### config.mk
export PLATFORM = sky130hd
export DESIGN_NAME = des_key_schedule
export DESIGN_NICKNAME = d
export VERILOG_FILES = /design/src/design/dks_pkg.sv /design/src/design/dks_cell.sv /design/src/design/des_key_schedule.sv
export VERILOG_INCLUDE_DIRS = /design/src /design/src/design
export SDC_FILE = /design/constraint.sdc
export NUM_CORES = 1
export LEC_CHECK = 0
export BUFFER_PORTS_ARGS = -buffer_cell sky130_fd_sc_hd__buf_2
export CORE_MARGIN = 10
export CORE_UTILIZATION = 40
export CTS_BUF_LIST = sky130_fd_sc_hd__clkbuf_16
export DETAILED_ROUTE_END_ITERATION = 8
export SYNTH_ARGS = -nofsm -noshare
export SYNTH_HDL_FRONTEND = slang
export SYNTH_SLANG_ARGS = --single-unit
### constraint.sdc
create_clock -name i_clk -period 11.7 [get_ports i_clk]
set_input_delay 2.34 -clock i_clk [delete_from_list [all_inputs] [get_ports i_clk]]
set_output_delay 2.34 -clock i_clk [all_outputs]
set_load 0.02 [all_outputs]
### src/design/des_key_schedule_assert.svh
// Assertion macros used by the key schedule RTL.
`ifndef DES_KEY_SCHEDULE_ASSERT_SVH
`define DES_KEY_SCHEDULE_ASSERT_SVH

// Same-cycle implication, checked out of reset.
`define DKS_ASSERT_NOW(lbl, ante, cons, msg) \
    lbl: assert property (@(posedge i_clk) disable iff (!i_rst_n) (ante) |-> (cons)) \
        else $error(msg);

// Next-cycle implication, checked out of reset.
`define DKS_ASSERT_NEXT(lbl, ante, cons, msg) \
    lbl: assert property (@(posedge i_clk) disable iff (!i_rst_n) (ante) |=> (cons)) \
        else $error(msg);

`endif

### src/design/dks_pkg.sv
// Types, tables and permutation functions for the DES key schedule.
package dks_pkg;

    localparam int unsigned C_ROUNDS = 16;
    localparam logic [3:0]  C_LAST_ROUND = 4'd15;

    typedef struct packed {
        logic        valid;
        logic [27:0] c;
        logic [27:0] d;
    } t_cell;

    localparam logic C_SHIFT_TWO [C_ROUNDS] = '{
        1'b0, 1'b0, 1'b1, 1'b1, 1'b1, 1'b1, 1'b1, 1'b1,
        1'b0, 1'b1, 1'b1, 1'b1, 1'b1, 1'b1, 1'b1, 1'b0
    };

    localparam logic [6:0] C_PC1 [56] = '{
        7'd57, 7'd49, 7'd41, 7'd33, 7'd25, 7'd17, 7'd9,
        7'd1,  7'd58, 7'd50, 7'd42, 7'd34, 7'd26, 7'd18,
        7'd10, 7'd2,  7'd59, 7'd51, 7'd43, 7'd35, 7'd27,
        7'd19, 7'd11, 7'd3,  7'd60, 7'd52, 7'd44, 7'd36,
        7'd63, 7'd55, 7'd47, 7'd39, 7'd31, 7'd23, 7'd15,
        7'd7,  7'd62, 7'd54, 7'd46, 7'd38, 7'd30, 7'd22,
        7'd14, 7'd6,  7'd61, 7'd53, 7'd45, 7'd37, 7'd29,
        7'd21, 7'd13, 7'd5,  7'd28, 7'd20, 7'd12, 7'd4
    };

    localparam logic [6:0] C_PC2 [48] = '{
        7'd14, 7'd17, 7'd11, 7'd24, 7'd1,  7'd5,
        7'd3,  7'd28, 7'd15, 7'd6,  7'd21, 7'd10,
        7'd23, 7'd19, 7'd12, 7'd4,  7'd26, 7'd8,
        7'd16, 7'd7,  7'd27, 7'd20, 7'd13, 7'd2,
        7'd41, 7'd52, 7'd31, 7'd37, 7'd47, 7'd55,
        7'd30, 7'd40, 7'd51, 7'd45, 7'd33, 7'd48,
        7'd44, 7'd49, 7'd39, 7'd56, 7'd34, 7'd53,
        7'd46, 7'd42, 7'd50, 7'd36, 7'd29, 7'd32
    };

    function automatic logic [55:0] f_pc1(input logic [63:0] key);
        logic [55:0] r;
        r = '0;
        for (int i = 0; i < 56; i++) begin
            r[55 - i] = key[6'(7'd64 - C_PC1[i])];
        end
        return r;
    endfunction

    function automatic logic [47:0] f_pc2(input logic [55:0] cd);
        logic [47:0] r;
        r = '0;
        for (int i = 0; i < 48; i++) begin
            r[47 - i] = cd[6'(7'd56 - C_PC2[i])];
        end
        return r;
    endfunction

endpackage

### src/design/dks_cell.sv
// One round cell: rotates both key halves and hands them to the next cell.
module dks_cell
    import dks_pkg::*;
(
    input  logic  i_clk,
    input  logic  i_rst_n,
    input  logic  i_adv,
    input  logic  i_two,
    input  t_cell i_prev,
    output t_cell o_cell
);

    logic        r_valid;
    logic [27:0] r_c;
    logic [27:0] r_d;
    logic [27:0] n_c;
    logic [27:0] n_d;

    always_comb begin
        if (i_two) begin
            n_c = {i_prev.c[25:0], i_prev.c[27:26]};
            n_d = {i_prev.d[25:0], i_prev.d[27:26]};
        end else begin
            n_c = {i_prev.c[26:0], i_prev.c[27]};
            n_d = {i_prev.d[26:0], i_prev.d[27]};
        end
    end

    always_ff @(posedge i_clk) begin
        if (!i_rst_n) begin
            r_valid <= 1'b0;
        end else if (i_adv) begin
            r_valid <= i_prev.valid;
        end
    end

    always_ff @(posedge i_clk) begin
        if (i_adv) begin
            r_c <= n_c;
            r_d <= n_d;
        end
    end

    assign o_cell = '{valid: r_valid, c: r_c, d: r_d};

endmodule

### src/design/des_key_schedule.sv
// DES key schedule top level: PC-1, a row of sixteen round cells, PC-2 output stage.
//
//  channel  dir  handshake                   payload
//  s_axis   in   i_s_axis_tvalid/o_..tready  tdata[63:0] key
//  m_axis   out  o_m_axis_tvalid/i_..tready  tdata[47:0] subkey, tuser[3:0] round, tlast
//
// A key enters cell 0 and walks one cell per cycle while the output does not
// stall; cell k emits round k. The next key is taken in the cycle the
// sixteenth subkey leaves the last cell, so the row never holds two keys at once.
// Output stall freezes the whole row. Synchronous active-low reset empties
// all cells and the output register.
module des_key_schedule
    import dks_pkg::*;
(
    input  logic        i_clk,
    input  logic        i_rst_n,
    input  logic        i_s_axis_tvalid,
    output logic        o_s_axis_tready,
    input  logic [63:0] i_s_axis_tdata,   // [63:0] key
    output logic        o_m_axis_tvalid,
    input  logic        i_m_axis_tready,
    output logic [47:0] o_m_axis_tdata,   // [47:0] subkey
    output logic [3:0]  o_m_axis_tuser,   // [3:0] round
    output logic        o_m_axis_tlast
);

    t_cell       w_cell [C_ROUNDS];
    t_cell       w_head;
    logic [15:0] w_valid;
    logic        w_adv;
    logic        w_accept;
    logic [55:0] w_pc1;
    logic [27:0] w_sel_c;
    logic [27:0] w_sel_d;
    logic [3:0]  w_sel_round;

    logic        r_out_valid;
    logic [47:0] r_subkey;
    logic [3:0]  r_round;

    assign w_adv           = !r_out_valid || i_m_axis_tready;
    assign o_s_axis_tready = w_adv && !(|w_valid[14:0]);
    assign w_accept        = i_s_axis_tvalid && o_s_axis_tready;
    assign w_pc1           = f_pc1(i_s_axis_tdata);
    assign w_head          = '{valid: w_accept, c: w_pc1[55:28], d: w_pc1[27:0]};

    for (genvar k = 0; k < C_ROUNDS; k++) begin : g_cell
        dks_cell u_cell (
            .i_clk   (i_clk),
            .i_rst_n (i_rst_n),
            .i_adv   (w_adv),
            .i_two   (C_SHIFT_TWO[k]),
            .i_prev  ((k == 0) ? w_head : w_cell[(k == 0) ? 0 : k - 1]),
            .o_cell  (w_cell[k])
        );
        assign w_valid[k] = w_cell[k].valid;
    end

    always_comb begin
        w_sel_c     = '0;
        w_sel_d     = '0;
        w_sel_round = '0;
        for (int k = 0; k < C_ROUNDS; k++) begin
            if (w_valid[k]) begin
                w_sel_c     = w_sel_c | w_cell[k].c;
                w_sel_d     = w_sel_d | w_cell[k].d;
                w_sel_round = w_sel_round | 4'(k);
            end
        end
    end

    always_ff @(posedge i_clk) begin
        if (!i_rst_n) begin
            r_out_valid <= 1'b0;
        end else if (w_adv) begin
            r_out_valid <= |w_valid;
        end
    end

    always_ff @(posedge i_clk) begin
        if (w_adv) begin
            r_subkey <= f_pc2({w_sel_c, w_sel_d});
            r_round  <= w_sel_round;
        end
    end

    assign o_m_axis_tvalid = r_out_valid;
    assign o_m_axis_tdata  = r_subkey;
    assign o_m_axis_tuser  = r_round;
    assign o_m_axis_tlast  = (r_round == C_LAST_ROUND);

`include "des_key_schedule_assert.svh"

    `DKS_ASSERT_NOW(a_one_key_in_row, 1'b1, $onehot0(w_valid), "more than one cell holds a key")
    `DKS_ASSERT_NEXT(a_accept_fills_head, w_accept, w_valid[0], "accepted key missing in cell 0")
    `DKS_ASSERT_NEXT(a_tail_is_last, w_valid[15] && w_adv, o_m_axis_tvalid && o_m_axis_tlast, "tail cell did not give last subkey")

endmodule
==> metrics list <==
- Status: finished, final reports clean
* CTS clock-pin slew for the worst setup and hold paths: 60 ps
- Max stage delay cell, worst path: sky130_fd_sc_hd__inv_8
- The initial antenna violation count is 0.
- Global-route wire length before repair: 119,000 um
- Post-Syn Area per Cell: 21.3 um2
- Summed over all layers, the routed wires come to 84,000 um.
- Utilization after layout: 45.8%
* Reg2Reg Capture Point: g_cell[10].u_cell.r_d[23]
- Post-route minimum period: 6280 ps
- The startpoint identified for the worst hold timing path is g_cell[11].u_cell.r_d[2].
- Row generation in the floorplan step produced 105 rows.
- Headroom to the max-slew limit: 24.5%
* #FFs+latches synth: 957
* Endpoint of the worst hold-timing path: g_cell[12].u_cell.r_d[4]
* Number of global-route vias before repair: 16,900
* Final hold violations: 0
- Number of unique standard cell types used by synthesis: 23
* Cells along the critical path: buf_2 > nor2b_1 > buf_4 > inv_8 > nand4_2 > nor2_1 > buf_2
* Path category of the worst min-delay check: reg2reg
- By area the synthesized netlist is led by sky130_fd_sc_hd__edfxtp_1 85%, sky130_fd_sc_hd__a221oi_1 5.1%, sky130_fd_sc_hd__a22o_1 5.1%, sky130_fd_sc_hd__dfxtp_1 1.0%, sky130_fd_sc_hd__nand4_1 0.90%.
* Maximum number of pins on one net before global-route repair: 190
* DR pass1 iterations: 5
* Crit. End Element: output port
- The setup check on the worst reg-to-reg path leaves a slack of 7380 ps.
* IO Pins: 123
* Cell area after synthesis: 33,200 um2
- In the final design database the tool counted 1,755 nets.
- Post-CTS repair changed the size of 0 cells.
* Sequential cell area fraction in the yosys report: 86.0%
* Aggregate negative setup slack: 0 ps
- Startpoint-to-endpoint class of the critical path: in2out
* Effective utilization at floorplan: 40.4%
- Of all flip-flops after synthesis, the portion carrying an async set or reset was 0%.
- In this run, post-CTS hold repair placed 0 buffers.
* Overall die height: 308 um
- Ratio of routed vias to standard cells: 5.96
* Worst path max stage delay: 630 ps
- Setup Fix Bufs, Post-CTS: 0
- Number of violations reported at the end of detailed-routing iteration 0: 2,246
- After synthesis, the largest area contributor takes up 85.0% of total cell area.
- The total overflow left after global routing is 0.
* Placeable core region: 82,200 um2
- Power per standard cell area: 228 nW/um2
* TritonCTS clock tree: yes
- The floorplan step defined a die boundary enclosing 95,000 um2.
- Data on the critical path arrives at its endpoint at 3940 ps.
- RSZ-0062 raised after global routing: false
- Highest achievable clock rate: 159 MHz
- Tcrit/Tclk final: 53.7%
- Yosys top cell by area: sky130_fd_sc_hd__edfxtp_1
* Via total after detailed routing: 16,900
* GR Util All Layers: 17.3%
- The clock arrives with 24.8 ps of skew.
* TritonCTS sink count: 957
- Most frequently used flop master after synthesis: sky130_fd_sc_hd__edfxtp_1
- Counting every net in the synthesized netlist gives 1,626.
- For this run, the number of Yosys warnings is 0.
- After detailed routing, the number of remaining DRC violations is 0.
* Number of buffers inserted during clock tree synthesis: 89
- Worst path most repeated cell: sky130_fd_sc_hd__buf_2
* Skew-Pair Late Insertion Delay: 640 ps
* Maximum VDD drop: 0.000109 V
- Dividing the detail-routed wire length by the instance count gives 29.7 um.
- Setup violations remaining at the end of the flow were counted as 0.
- Along the worst hold path, the cell count comes to 0.
- Max-cap violations in this run came to 0.
* Required time of the worst setup path: 9360 ps
* H-tree level count: 3
- Detailed placement HPWL: 47,700 um
- At the pin with the least slew margin, the transition time is 1130 ps.
- The synthesized design contains 940 enable-type register cells.
- Number of buffers added on ports: 114
- The max-slew violation total from the final report is 0.
- Antenna fix cells: 0
- Horizontal extent of the die: 308 um
- For the worst flop-to-flop path, the logic depth is 6.
- At the end of routability-driven placement, the weighted congestion stood at 0.815.
- The worst setup path is launched from an input port.
- Along the worst path, the maximum fanout reaches 136.
- Worst flop-to-flop path startpoint: o_m_axis_tvalid
* Residual antenna-violating net count after detailed routing: 0
- Area growth from synthesis to layout: 13.5%
- After technology mapping, the gate count stands at 1,558.
* Clock tree root driver cell: sky130_fd_sc_hd__clkbuf_16
- Maximum root-to-sink buffer count: 3
- The analysis attributes to cell leakage a power of 13.3 nW.
- Commonest cells after routing, fill and taps aside: 940 x sky130_fd_sc_hd__edfxtp_1, 192 x sky130_fd_sc_hd__a22o_1, 192 x sky130_fd_sc_hd__a221oi_1, 114 x sky130_fd_sc_hd__buf_2, 91 x sky130_fd_sc_hd__clkbuf_16
- The library cell used most frequently in the layout, excluding fill and tap cells, is sky130_fd_sc_hd__edfxtp_1.
- The post-route netlist has 16.2% of its cells at a drive strength greater than 1.
==> synthesized netlist by cell type (3+ instances only) <==
master / number
sky130_fd_sc_hd__a21boi_0: 15
sky130_fd_sc_hd__a221oi_1: 192
sky130_fd_sc_hd__a22o_1: 192
sky130_fd_sc_hd__buf_1: 3
sky130_fd_sc_hd__buf_2: 40
sky130_fd_sc_hd__buf_4: 6
sky130_fd_sc_hd__buf_6: 21
sky130_fd_sc_hd__clkbuf_1: 30
sky130_fd_sc_hd__dfxtp_1: 17
sky130_fd_sc_hd__edfxtp_1: 940
sky130_fd_sc_hd__nand2_1: 32
sky130_fd_sc_hd__nand3_1: 5
sky130_fd_sc_hd__nand4_1: 48
sky130_fd_sc_hd__nor2_1: 5
sky130_fd_sc_hd__nor3_1: 4
==> metrics by stage <==
step	hold WS [ps]	area, um2	instances	power (W)	worst slack [ps]
after global routing	423	37700	2829	0.00888	5280
after floorplan	400	33200	1558	0.00534	2300
after global placement	401	34800	2666	0.00573	5380
after detailed placement	405	34800	2666	0.00573	5300
after CTS	419	37700	2829	0.00865	5410
final	417	37700	2829	0.00860	5420
==> final cells by class <==
type,count,area [um2]
Fill cell,6837,44500
Clock inverter,72,666
Clock buffer,91,2280
Timing Repair Buffer,138,763
Multi-Input combinational cell,500,4040
Tap cell,1070,1340
Inverter,1,11.3
Sequential cell,957,28600
==> flip-flops by register name, summed over array words and instances, names as in the netlist <==
register and count:
o_m_axis_tdata 48, g_cell.u_cell.r_d 444, g_cell.u_cell.r_c 444, o_m_axis_tuser 4
g_cell.u_cell.r_valid 16, o_m_axis_tvalid 1
==> where the power goes <==
part	switching [W]	internal [W]	total [W]
combinational	0.000215	0.0000808	0.000295
clock	0.00124	0.00168	0.00292
sequential	0.000557	0.00483	0.00539
==> worst max-delay path by stage <==
stage                          startpoint                         to  slack (ps)  depth (start not counted)
final                     i_m_axis_tready            o_s_axis_tready        5420                          7
after floorplan           i_m_axis_tready    g_cell[0].u_cell.r_c[0]        2300                          4
after detailed placement  i_m_axis_tready  g_cell[11].u_cell.r_d[25]        5300                          7
after global routing      i_m_axis_tready            o_s_axis_tready        5280                          7
after global placement    i_m_axis_tready  g_cell[11].u_cell.r_d[25]        5380                          7
after CTS                 i_m_axis_tready            o_s_axis_tready        5410                          7
==> cells by family after synthesis <==
group                  after synthesis  synth area share (%)
AOI/OAI and AO/OA                  401                  10.5
and+or+nand+nor                     99                  1.64
DFF                                957                  86.0
buffers and inverters              101                  1.83
==> worst max-delay path, delay by kind of cell <==
family,cells,cell delay [ps]
buf+inv,4,1090
simple gates,3,410
==> per-layer routing <==
metal / vias up / share of wire [%] / track usage [%]
met2: 988 / 50 / 28.6
met3: 186 / 9.5 / 4.97
met5: - / 0 / 0
met4: 0 / 3.3 / 6.17
li1: 6976 / - / -
met1: 8719 / 37 / 21.5
(Power assumes the default switching activity.)
